`src/sv/rigid_body_euler_step_assert.svh`:
```
// Assertion macros shared by the rigid body step RTL.
// Each macro expects signals named clk and rst_n in the calling scope.
`ifndef RIGID_BODY_EULER_STEP_ASSERT_SVH
`define RIGID_BODY_EULER_STEP_ASSERT_SVH

// Consequent must hold in the same cycle as the antecedent.
`define RBES_ASSERT_SAME(lbl, ante, cons, msg) \
  lbl: assert property (@(posedge clk) disable iff (!rst_n) (ante) |-> (cons)) \
    else $error(msg);

// Consequent must hold in the cycle after the antecedent.
`define RBES_ASSERT_NEXT(lbl, ante, cons, msg) \
  lbl: assert property (@(posedge clk) disable iff (!rst_n) (ante) |=> (cons)) \
    else $error(msg);

`endif

```
`src/sv/rbes_pkg.sv`:
```
`default_nettype none
package rbes_pkg;

  localparam int NUM_AXES = 3;
  localparam logic [16:0] Q_ONE = 17'h10000;
  localparam logic signed [63:0] S32_MAX_W = 64'sd2147483647;
  localparam logic signed [63:0] S32_MIN_W = -64'sd2147483648;

  localparam logic [2:0] CFG_GROUND_DRAG   = 3'd0;
  localparam logic [2:0] CFG_AIR_DRAG      = 3'd1;
  localparam logic [2:0] CFG_SPIN_DRAG     = 3'd2;
  localparam logic [2:0] CFG_SPEED_CEILING = 3'd3;
  localparam logic [2:0] CFG_SPEED_FLOOR   = 3'd4;
  localparam logic [2:0] CFG_INVERSE_MASS  = 3'd5;
  localparam logic [2:0] CFG_GRAVITY_STEP  = 3'd6;
  localparam logic [2:0] CFG_RUN_ENABLE    = 3'd7;

  typedef enum logic [3:0] {
    LOP_NONE, LOP_MUL, LOP_ADD, LOP_SQ, LOP_SMUL, LOP_SDIV, LOP_SWR, LOP_GRAV, LOP_POS
  } lane_op_t;

  typedef enum logic [3:0] {
    ST_IDLE, ST_MUL, ST_ADD, ST_SQ, ST_SUM, ST_CMP, ST_SQRT, ST_SMUL,
    ST_DSTART, ST_DIV, ST_SWR, ST_GRAV, ST_POS, ST_OUT
  } state_t;

  typedef struct packed {
    lane_op_t    op;
    logic [30:0] lim;
    logic [31:0] len;
    logic [16:0] lin_f;
    logic [16:0] spin_f;
    logic [30:0] inv_mass;
    logic [30:0] grav;
  } lane_ctl_t;

  typedef struct packed {
    logic signed [31:0] pos;
    logic signed [31:0] rot;
    logic [63:0]        sq;
    logic               div_done;
  } lane_sts_t;

  function automatic logic signed [31:0] sat32(input logic signed [63:0] v);
    if (v > S32_MAX_W) return 32'sh7FFF_FFFF;
    if (v < S32_MIN_W) return 32'sh8000_0000;
    return v[31:0];
  endfunction

  // Round a Q16.16 product back to Q16.16, ties toward plus infinity.
  function automatic logic signed [63:0] rnd_q16(input logic signed [63:0] p);
    logic signed [63:0] t;
    t = p + 64'sd32768;
    return t >>> 16;
  endfunction

  function automatic logic [16:0] drag_factor(input logic [16:0] d);
    return (d > Q_ONE) ? 17'd0 : 17'(Q_ONE - d);
  endfunction

endpackage
`default_nettype wire

```
`src/sv/rbes_isqrt.sv`:
```
`default_nettype none
module rbes_isqrt import rbes_pkg::*; (
  input  wire logic        clk,
  input  wire logic        rst_n,
  input  wire logic        start,
  input  wire logic [63:0] rad,
  output logic             done,
  output logic [31:0]      root
);
  // Digit-by-digit square root, two radicand bits per cycle.
  logic [63:0] rad_r, rad_nxt;
  logic [34:0] rem_r, rem_nxt;
  logic [31:0] root_r, root_nxt;
  logic [4:0]  cnt_r, cnt_nxt;
  logic        busy_r, busy_nxt, done_r, done_nxt;
  logic [34:0] cur, trial;

  always_comb begin
    rad_nxt  = rad_r;
    rem_nxt  = rem_r;
    root_nxt = root_r;
    cnt_nxt  = cnt_r;
    busy_nxt = busy_r;
    done_nxt = 1'b0;
    cur      = {rem_r[32:0], rad_r[63:62]};
    trial    = {1'b0, root_r, 2'b01};
    if (start) begin
      rad_nxt  = rad;
      rem_nxt  = '0;
      root_nxt = '0;
      cnt_nxt  = 5'd31;
      busy_nxt = 1'b1;
    end else if (busy_r) begin
      rad_nxt = {rad_r[61:0], 2'b00};
      if (cur >= trial) begin
        rem_nxt  = cur - trial;
        root_nxt = {root_r[30:0], 1'b1};
      end else begin
        rem_nxt  = cur;
        root_nxt = {root_r[30:0], 1'b0};
      end
      if (cnt_r == 5'd0) begin
        busy_nxt = 1'b0;
        done_nxt = 1'b1;
      end else begin
        cnt_nxt = cnt_r - 5'd1;
      end
    end
  end

  always_ff @(posedge clk) begin
    if (!rst_n) begin
      busy_r <= 1'b0;
      done_r <= 1'b0;
      cnt_r  <= '0;
    end else begin
      busy_r <= busy_nxt;
      done_r <= done_nxt;
      cnt_r  <= cnt_nxt;
    end
    rad_r  <= rad_nxt;
    rem_r  <= rem_nxt;
    root_r <= root_nxt;
  end

  assign done = done_r;
  assign root = root_r;
endmodule
`default_nettype wire

```
`config.mk`:
```
export PLATFORM = sky130hd
export DESIGN_NAME = rbes_isqrt
export DESIGN_NICKNAME = d
export VERILOG_FILES = /design/src/sv/rigid_body_euler_step_assert.svh /design/src/sv/rbes_pkg.sv /design/src/sv/rbes_isqrt.sv
export SDC_FILE = /design/constraint.sdc
export NUM_CORES = 1
export LEC_CHECK = 0
export BUFFER_PORTS_ARGS = -buffer_cell sky130_fd_sc_hd__buf_2
export CAP_MARGIN = 40
export CORE_MARGIN = 10
export CORE_UTILIZATION = 25
export DETAILED_ROUTE_END_ITERATION = 12
export PLACE_DENSITY = 0.48
export SYNTH_ARGS = -nofsm -noshare
export SYNTH_HDL_FRONTEND = slang
export SYNTH_SLANG_ARGS = --single-unit
export TNS_END_PERCENT = 50
```
`constraint.sdc`:
```
create_clock -name clk -period 8.2 [get_ports clk]
set_clock_uncertainty 0.2 [all_clocks]
set_input_delay 2.05 -clock clk [delete_from_list [all_inputs] [get_ports clk]]
set_output_delay 2.05 -clock clk [all_outputs]
set_load 0.005 [all_outputs]
```
# After elaboration in Yosys (flattened, before gate mapping)
# Index checks and enable logic that the tools add are counted.
dict set report classes {
  n_addsub 2
  multipliers 0
  div_mod_pow 0
  order_cmp 1
  eq_ne 1
  shift 0
  n_mux 11
  bitwise_logic 2
  reduce_logical 4
}
# cell count
set op_table {}
lappend op_table {{$mux W64} 2}
lappend op_table {{$ge A35 B34 Y1} 1}
lappend op_table {{$mux W33} 1}
lappend op_table {{$sub A33 B33 Y33} 1}
lappend op_table {{$mux W5} 3}
lappend op_table {{$logic_not A5 Y1} 1}
lappend op_table {{$mux W1} 5}
lappend op_table {{$sub A5 B1 Y5 const B} 1}
lappend op_table {{$reduce_or A3 Y1} 1}
lappend op_table {{$ne A2 B2 Y1 const B} 1}
lappend op_table {{$not A1 Y1} 2}
lappend op_table {{$reduce_and A2 Y1} 1}
lappend op_table {{$reduce_bool A2 Y1} 1}
dict set report word_totals {
  register_bits 136
  latch_bits 0
  ram_bits 0
  romBits 0
  input_bits 67
  elab_cells 27
  n_memories 0
}

# Longest topological paths before layout
# Gate-level depths: netlist of the first run.
dict set report logic_depth {
  depth_word 4
  ltp_mapped 14
  depth_no_buf 11
}

# Worst setup path before layout of the first run
# No wires, ideal clock.
dict set report synth_path {
  kind {input -> register}
  from {input port start}
  to {register rad_r[0] (enable)}
  arrival_time_ns 3.753
  required_time_ns 7.582
  slack_ns 3.828
  stages 3
  path_buffers 1
  cell_sequence {clkbuf_1 -> nor2_1 -> inv_1}
}
dict set report synth_via {
  elab_chain_len 1
}
# element line
set synth_lines {}
lappend synth_lines {{start: declaration} rbes_isqrt.sv:5} ;# input wire logic start,
lappend synth_lines {{$reduce_bool A2 Y1 (no source line)} n/a}
lappend synth_lines {{end signal: assignment} rbes_isqrt.sv:61} ;# rad_r <= rad_nxt;
lappend synth_lines {{end: declaration} rbes_isqrt.sv:11} ;# logic [63:0] rad_r, rad_nxt;
# No other way between the ends.
# A chain may end at the register's enable or synchronous reset.

# Final worst setup path of the first run
dict set report layout_path {
  from {register root_r[8], in the netlist root[8]}
  to {register rem_r[14]}
}
dict set report layout_via {
  elab_chain_len 2
}
# element line
set layout_lines {}
lappend layout_lines {{start: declaration} rbes_isqrt.sv:13} ;# logic [31:0] root_r, root_nxt;
lappend layout_lines {{start signal: assignment} rbes_isqrt.sv:63} ;# root_r <= root_nxt;
lappend layout_lines {{$sub A33 B33 Y33 or $ge A35 B34 Y1 (tied branches)} {rbes_isqrt.sv:36, rbes_isqrt.sv:35}}
lappend layout_lines {{$mux W33 (*)} rbes_isqrt.sv:35} ;# if (cur >= trial) begin
lappend layout_lines {{end signal: assignment} rbes_isqrt.sv:62} ;# rem_r <= rem_nxt;
lappend layout_lines {{end: declaration} rbes_isqrt.sv:12} ;# logic [34:0] rem_r, rem_nxt;
# Mark *: on every way between the ends. The rest lies on a longest branch, timed or not.

==> results of run 1 <==
-- worst max-delay path: cells and delay by family (launching register included) --
| family | cells | cell delay, ns |
|---|---|---|
| flops | 1 | 0.37 |
| buf+inv | 2 | 0.51 |
| fa+ha+maj | 1 | 0.38 |
| compound gates | 8 | 2.32 |
-- Yosys cell counts, drive strengths merged, types with 3 or more instances --
cell	number
and3	3
nand4	8
o311ai	4
mux2	62
o21ai	35
o211ai	5
a21o	10
mux2i	35
clkbuf	22
o21a	9
inv	46
xnor2	18
dfxtp	72
nand3	7
a31oi	5
a211oi	14
a21oi	50
o31ai	4
nor2b	5
nor3	12
a22o	3
a32oi	4
nand2	47
xor2	15
and2	3
buf	13
nand2b	7
ha	36
nor2	74
edfxtp	64
o221ai	3
-- power by group through the flow --
stage	Combinational [W]	Clock, W	Sequential (W)
3_5_place_dp	0.00147	0	0.000880
4_1_cts	0.00148	0.000848	0.000866
5_1_grt	0.00167	0.000877	0.000877
3_3_place_gp	0.00147	0	0.000885
6_report	0.00147	0.000818	0.000865
2_1_floorplan	0.00124	0	0.000859
-- metal layers --
| layer | share of wire, % | track usage [%] | wire (um) | vias up |
|---|---|---|---|---|
| li1 | - | - | - | 2784 |
| met1 | 48 | 13.5 | 9000 | 2505 |
| met2 | 42 | 14.7 | 7850 | 106 |
| met3 | 8.9 | 5.08 | 1680 | 31 |
| met4 | 0.96 | 2.88 | 180 | 14 |
| met5 | 0.42 | 0 | 78 | - |
-- final timing paths --
kind | start | end | slack (ns) | depth (start not counted)
worst max-delay path | root[8] | rem_r[14] | 4.28 | 11
worst min-delay path | rem_r[11] | rem_r[11] | 0.28 | 2
worst max register to register | root[8] | rem_r[14] | 4.28 | 11
worst min register to register | rem_r[11] | rem_r[11] | 0.28 | 2
-- area by class of cell --
class,instances,area [um2],area share (%)
Multi-Input combinational cell,502,3660,41.3
Sequential cell,136,3370,37.9
Timing Repair Buffer,105,556,6.26
Tap cell,384,480,5.41
Clock buffer,17,425,4.79
Clock inverter,15,194,2.19
Inverter,46,173,1.95
Antenna cell,6,15.0,0.169
-- kinds of logic after synthesis --
group / after synthesis
AOI/OAI and AO/OA: 163
xor gates and xnor gates: 33
adders and majority gates: 36
buffers and inverters: 81
DFF: 136
muxes: 97
and+or+nand+nor: 173
-- stage by stage --
| step | std cells | hold slack [ns] | power [W] | instance area (um2) | util [%] |
|---|---|---|---|---|---|
| after CTS | 1205 | 0.279 | 0.00320 | 8860 | 30.7 |
| after global routing | 1209 | 0.294 | 0.00342 | 8870 | 30.7 |
| after global placement | 1172 | 0.261 | 0.00235 | 8220 | 28.5 |
| final | 1211 | 0.277 | 0.00315 | 8870 | 30.7 |
| after floorplan | 719 | 0.239 | 0.00210 | 7360 | - |
| after detailed placement | 1173 | 0.269 | 0.00235 | 8240 | 28.6 |
-- cells in the final DEF, fill, tap and decap left out, drive strengths merged, types with 7 or more instances in the layout --
master	netlist	layout
buf	13	105
nor2	74	74
dfxtp	72	72
edfxtp	64	64
mux2	62	62
inv	46	56
a21oi	50	50
nand2	47	47
ha	36	36
mux2i	35	35
o21ai	35	35
xnor2	18	18
clkbuf	22	17
xor2	15	15
a211oi	14	14
nor3	12	12
a21o	10	10
o21a	9	9
nand4	8	8
nand3	7	7
nand2b	7	7
-- registers in the layout, indices dropped and copies added, names as in the netlist --
signal and cells:
busy_r 1, cnt_r 5, done 1, rad_r 64, rem_r 33, root 32
==> out/qor.yml, run 1 <==
drtIter0Drc: 270
grt_use_total_pct: 10.3
setup_violations: 0
hold_class: "register to register"
synth_edf_count: 64
yosysTopAreaCell: "edfxtp_1"
synth_top_cell_area_share_pct: 26.1
finalNetCount: 911
synthCells: 719
grt_max_degree: 64
maxCapViolations: 0
netlist_area_mm2: 0.00736
crit_chain: "inv_1 > ha_1 > a21oi_1 > o211ai_1 > a21boi_1 > a31o_1 > o21ai_4 > a41oi_4 > buf_4 > o21ai_0 > a22o_1"
synth_nets: 822
pwr-share-seq_pct: 27.5
grt_overflow: 0
post_cts_resized: 0
num_vias: 5440
combPwrFrac_pct: 46.6
clock-root-buffer: "clkbuf_16"
nFillCells: 3072
first_global_vias: 5526
setup-tns-final_ns: 0
io_buffers: 99
synthAdderAreaFrac_pct: 6.12
arrival_ns: 4.03
cts.sinks: 136
drc: 0
num_io_pins: 100
htreeDepth: 4
post_drt_wl_per_cell_um: 15.5
ys_ff_latch: 136
die_x_um: 192
required_ns: 8.31
layout_setup_ws_ns: 4.28
sw_frac_of_total_pct: 40.3
synth_mux_area_share_pct: 14.2
die_y_um: 192
ctsHoldBuffers: 0
syn_area_per_cell_um2: 10.2
clock.fmax_ghz: 0.255
final_layout_size_suffix_gt1_share_pct: 25.7
grt_antenna_before_repair: 14
worstSetupStartpointType: "register"
end_kind: "register"
cts_tree: "yes"
period_minus_slack_ns: 3.92
synth_warnings: 0
p_int_w: 0.00188
clk_path_buf_depth: 2
rows: 62
switchingPower_w: 0.00127
gp_congestion: 0.802
period_share_pct: 47.8
clk_pin_slew_ns: 0.06
synthSimpleGateAreaFrac_pct: 10.6
hold_violations: 0
ant_nets: 0
hpwl_um: 13400
pwr-share-clk_pct: 26.0
synthXorXnorAreaFrac_pct: 3.92
status: "complete, no violations"
ys_seq_area_share_pct: 45.7
synth_area_leaders: "edfxtp_1 (26%), dfxtp_1 (20%), mux2_2 (9.5%)"
grt_pass1_wl_um: 30300
maxSlewHeadroom_pct: 40.1
worstSkewPairLatency_ns: 0.43
crit_path_max_fanout: 30
slowest_delay_ns: 0.78
fp.dieArea_mm2: 0.0367
numCtsBuffers: 17
rsz0062_at_grt: "false"
dr.pass1.iters: 4
crit_slowest_cell: "a41oi_4"
crit_type: "register to register"
synthArstFlopShare_pct: 0
core_area_mm2: 0.0289
preCtsSetupSlack_ns: 3.86
post_cts_buffers: 0
synth_top_family_by_area: "compound AO/OA/AOI/OAI gates"
power_leakage_nw: 3.55
pwr_density_cell_mw_per_mm2: 355
worst_pin_slew_ns: 0.896
synth.distinct_cells: 59
synth-compound-area-share_pct: 14.9
synthFlopType: "dfxtp_1"
drv_slew: 0
area_delta_synth_final_pct: 20.5
ir_drop_uv: 157
wl_um: 18800
vias_per_cell: 4.49
start_util_pct: 25.5
No activity file was read; power rests on OpenSTA's default activity.
==> inputs of run 2 (changes only) <==
--- a/config.mk
+++ b/config.mk
@@ -10,7 +10,7 @@
 export CORE_MARGIN = 10
 export CORE_UTILIZATION = 25
 export DETAILED_ROUTE_END_ITERATION = 12
-export PLACE_DENSITY = 0.48
+export PLACE_DENSITY = 0.5
 export SYNTH_ARGS = -nofsm -noshare
 export SYNTH_HDL_FRONTEND = slang
 export SYNTH_SLANG_ARGS = --single-unit
==> constraint.sdc (replaced) <==
create_clock -name clk -period 3.54 [get_ports clk]
set_clock_uncertainty 0.2 [all_clocks]
set_input_delay 0.885 -clock clk [delete_from_list [all_inputs] [get_ports clk]]
set_output_delay 0.885 -clock clk [all_outputs]
set_load 0.005 [all_outputs]
==> run 2 against run 1 <==
  * Maximum frequency increased by 21%
  * Global-route usage increased by 0.061 points
  * Worst setup slack got worse by 4.0 ns
  * Cell area rose by 0.14%
  * Die area unchanged
  * Worst hold slack worse by 0.0059 ns
  * Register-to-register slack worse by 4.0 ns
  * Largest cell class unchanged
==> out/qor.yml, run 2 (synthesis results as in run 1) <==
status: "complete, no violations"
htreeDepth: 4
grt_overflow: 0
p_int_w: 0.00433
crit_type: "register to register"
cts_tree: "yes"
final-seq-area_mm2: 0.00336
numCtsBuffers: 17
switchingPower_w: 0.00294
crit_path_max_fanout: 58
layout_commonest_cell: "buf_2"
power_leakage_nw: 3.54
rsz0062_at_grt: "false"
ctsHoldBuffers: 0
timing.rr.start: "root[8]"
preCtsSetupSlack_ns: 0.301
largest_reg_flops: 64
maxCapViolations: 0
combPwrFrac_pct: 47.9
setup_violations: 0
finalNetCount: 913
setup-tns-final_ns: 0
post_drt_wl_per_cell_um: 15.3
r2r_cells: 11
gp_congestion: 0.805
period_minus_slack_ns: 3.24
hpwl_um: 13300
whs_endpoint: "rem_r[2]"
die_x_um: 192
wl_um: 18600
layout_common_cells: "buf_2 (98), nor2_1 (74), dfxtp_1 (71)"
layout_setup_ws_ns: 0.304
drc: 0
sw_frac_of_total_pct: 40.4
post_cts_buffers: 0
worst_pin_slew_ns: 0.714
hold_depth: 2
clock-root-buffer: "clkbuf_16"
worstSetupStartpointType: "register"
drv_slew: 0
arrival_ns: 3.35
pwr_density_cell_mw_per_mm2: 817
grt_max_degree: 65
hold_violations: 0
clock.fmax_ghz: 0.309
dp.cells: 1175
multiInputGateArea_mm2: 0.00366
cts.sinks: 136
num_io_pins: 100
grt_pass1_wl_um: 30600
rows: 62
grt_use_total_pct: 10.4
io_buffers: 99
period_share_pct: 91.4
fp.dieArea_mm2: 0.0367
first_global_vias: 5578
ir_drop_uv: 545
nFillCells: 3040
ant_nets: 0
num_vias: 5477
hold_class: "register to register"
drtIter0Drc: 316
maxSlewHeadroom_pct: 52.3
vias_per_cell: 4.50
area_delta_synth_final_pct: 20.7
r2r_slack_ns: 0.30
start_util_pct: 25.5
final_layout_size_suffix_gt1_share_pct: 25.9
hold_slack_ns: 0.271
end_kind: "register"
regMostFlops: "rad_r"
die_y_um: 192
final_cells: 1216
worstSkewPairLatency_ns: 0.43
r2r-end: "rem_r[18]"
pwr-share-clk_pct: 24.7
worst_hold_startpoint: "rem_r[2]"
clk_pin_slew_ns: 0.07
dr.pass1.iters: 5
core_area_mm2: 0.0289
clk_path_buf_depth: 2
pwr-share-seq_pct: 27.5
grt_antenna_before_repair: 15
post_cts_resized: 0
required_ns: 3.65
## run 2: area by class of cell
type                       count  area share, %
antenna                        9          0.253
multi-input combinational    502           41.2
timing repair buffer         107           6.70
sequential                   136           37.9
tap                          384           5.41
inverter                      46           1.94
clock inverter                15           1.82
clock buffer                  17           4.79
## run 2: worst max path at each step
stage                        from   endpoint  slack, ns  cells past startpoint
after CTS                 root[8]    root[0]       0.28                     11
after floorplan             start   rad_r[0]       0.33                      3
final                     root[8]  rem_r[18]       0.30                     11
after global placement    root[8]    root[0]       0.32                     11
after global routing      root[8]   rem_r[9]       0.04                     11
after detailed placement  root[8]    root[0]       0.30                     11
## run 2: through the flow
stage                     total power (W)  util (%)  instance area, um2
after floorplan                   0.00487         -                7360
after global placement            0.00549      28.7                8280
after detailed placement          0.00549      28.7                8280
after CTS                         0.00735      30.7                8860
after global routing              0.00784      30.7                8870
final                             0.00726      30.8                8890
## run 2: power groups by stage
stage | clock [W] | sequential [W] | combinational, W
CTS | 0.00186 | 0.00200 | 0.00349
global placement | 0 | 0.00203 | 0.00347
finish | 0.00179 | 0.00200 | 0.00348
floorplan | 0 | 0.00199 | 0.00288
detailed placement | 0 | 0.00203 | 0.00347
global route | 0.00192 | 0.00202 | 0.00391
## run 2: worst max-delay path: stages, from the launching register on
cell	delay (ns)
dfxtp_1	0.39
inv_1	0.06
ha_1	0.40
a21oi_1	0.25
o211ai_1	0.12
a21boi_1	0.36
a31o_1	0.29
o21ai_4	0.10
a41oi_4	0.26
buf_12	0.28
o21ai_0	0.16
a22o_1	0.21
## run 2: layer usage
layer / global-route usage, % / routed length [um]
met5: 0 / 72
met1: 12.8 / 8350
met4: 2.70 / 155
met3: 5.22 / 1650
met2: 15.8 / 8390
==> inputs of run 3 (changes only) <==
--- a/config.mk
+++ b/config.mk
@@ -7,6 +7,7 @@
 export LEC_CHECK = 0
 export BUFFER_PORTS_ARGS = -buffer_cell sky130_fd_sc_hd__buf_2
 export CAP_MARGIN = 40
+export CORE_ASPECT_RATIO = 1.5
 export CORE_MARGIN = 10
 export CORE_UTILIZATION = 25
 export DETAILED_ROUTE_END_ITERATION = 12
==> run 3 against run 2 <==
  * Sequential share of layout area increased by 0.16 points
  * Non-clock buffer count unchanged
  * First-iteration DRC count decreased by 22%
  * Worst setup slack improved by 0.062 ns
  * Critical path depth increased by 1
  * Cell area decreased by 0.35%
  * Via count increased by 1.3%
  * Largest cell class unchanged
  * Largest power group unchanged
  * Highest routed layer unchanged
==> out/qor.yml, run 3 (synthesis results as in run 1) <==
num_vias: 5550
drc: 0
htreeDepth: 4
period_share_pct: 89.7
r2r-end: "rem_r[24]"
worstSetupStartpointType: "register"
status: "complete, no violations"
rows: 76
end_kind: "register"
setup_violations: 0
power_leakage_nw: 3.53
crit_type: "register to register"
ant_nets: 0
pwr-share-seq_pct: 27.9
ir_drop_uv: 549
layout_setup_ws_ns: 0.365
setup-tns-final_ns: 0
clock-root-buffer: "clkbuf_16"
wl_um: 18700
maxCapViolations: 0
grt_antenna_before_repair: 8
layout_commonest_cell: "buf_2"
gp_congestion: 0.831
power_w: 0.00722
hpwl_um: 13900
fp.dieArea_mm2: 0.0369
grt_overflow: 0
numCtsBuffers: 17
maxSlewHeadroom_pct: 54.2
clk_pin_slew_ns: 0.06
cts_tree: "yes"
period_minus_slack_ns: 3.17
worstSkewPairLatency_ns: 0.43
pwr_density_cell_mw_per_mm2: 815
ctsHoldBuffers: 0
hold_slack_ns: 0.270
post_cts_buffers: 0
whs_endpoint: "rem_r[22]"
hold_class: "register to register"
r2r_cells: 12
layout_common_cells: "buf_2 (98), nor2_1 (74), dfxtp_1 (71)"
required_ns: 3.64
clock.fmax_ghz: 0.315
rsz0062_at_grt: "false"
finalNetCount: 913
hold_violations: 0
core_area_mm2: 0.0289
sw_frac_of_total_pct: 39.8
io_buffers: 99
grt_pass1_wl_um: 30200
cts.sinks: 136
switchingPower_w: 0.00287
area_delta_synth_final_pct: 20.2
die_x_um: 160
fin_util_pct: 30.6
vias_per_cell: 4.56
final_layout_size_suffix_gt1_share_pct: 25.6
largest_reg_flops: 64
combPwrFrac_pct: 48.5
grt_max_degree: 73
pwr-share-clk_pct: 23.6
p_int_w: 0.00435
timing.rr.start: "root[1]"
hold_depth: 2
crit_path_max_fanout: 38
start_util_pct: 25.5
drtIter0Drc: 245
dr.pass1.iters: 4
clk_path_buf_depth: 2
grt_use_total_pct: 10.2
worst_pin_slew_ns: 0.687
die_y_um: 230
post_cts_resized: 0
num_io_pins: 100
r2r_slack_ns: 0.37
worst_hold_startpoint: "rem_r[22]"
preCtsSetupSlack_ns: 0.335
drv_slew: 0
first_global_vias: 5683
regMostFlops: "rad_r"
arrival_ns: 3.27
post_drt_wl_per_cell_um: 15.4
-- run 3: cell count changes in the layout (fill, tap and decap cells not counted), moves of 3 or more --
cell / change
inv_6: -3
clkinv_2: +3
inv_8: -3
diode_2: -5
-- run 3: worst max-delay path by stage --
stage | startpoint | end | slack, ns | depth (start not counted)
4_1_cts | root[1] | rem_r[24] | 0.31 | 12
3_5_place_dp | root[1] | rem_r[24] | 0.33 | 12
6_report | root[1] | rem_r[24] | 0.37 | 12
3_3_place_gp | root[0] | rem_r[30] | 0.37 | 11
2_1_floorplan | start | rad_r[0] | 0.33 | 3
5_1_grt | root[8] | root[0] | 0.12 | 11
-- run 3: routing by layer --
layer / vias to the layer above / wire (um) / global-route usage, %
li1: 2783 / - / -
met5: - / 71 / 0
met4: 8 / 297 / 3.57
met3: 29 / 1340 / 4.63
met1: 2615 / 7540 / 10.6
met2: 115 / 9480 / 17.7
-- run 3: final cells by class --
| type | count | area, um2 |
|---|---|---|
| Fill cell | 3098 | 20100 |
| Multi-Input combinational cell | 502 | 3660 |
| Sequential cell | 136 | 3370 |
| Timing Repair Buffer | 107 | 596 |
| Tap cell | 390 | 488 |
| Clock buffer | 20 | 457 |
| Inverter | 46 | 173 |
| Clock inverter | 12 | 101 |
| Antenna cell | 4 | 10.0 |
-- run 3: power groups by stage --
| stage | sequential, W | combinational (W) | clock [W] |
|---|---|---|---|
| 2_1_floorplan | 0.00199 | 0.00288 | 0 |
| 3_3_place_gp | 0.00205 | 0.00351 | 0 |
| 3_5_place_dp | 0.00205 | 0.00352 | 0 |
| 4_1_cts | 0.00202 | 0.00354 | 0.00176 |
| 5_1_grt | 0.00204 | 0.00392 | 0.00182 |
| 6_report | 0.00201 | 0.00350 | 0.00171 |
-- run 3: critical path, cell delays in order (launching register included) --
cell and delay (ns):
dfxtp_1 0.37, inv_1 0.07, ha_1 0.37, nand2_2 0.11, o31ai_4 0.39, o2111ai_2 0.22
a31o_1 0.31, o21ai_4 0.23, a41oi_4 0.16, buf_12 0.20, nand2b_1 0.15, o21ai_0 0.19
nor3_1 0.06
-- run 3: through the flow --
stage | cell area, um2 | instances
floorplan | 7360 | 719
global placement | 8290 | 1181
detailed placement | 8290 | 1181
CTS | 8840 | 1213
global route | 8850 | 1215
finish | 8850 | 1217
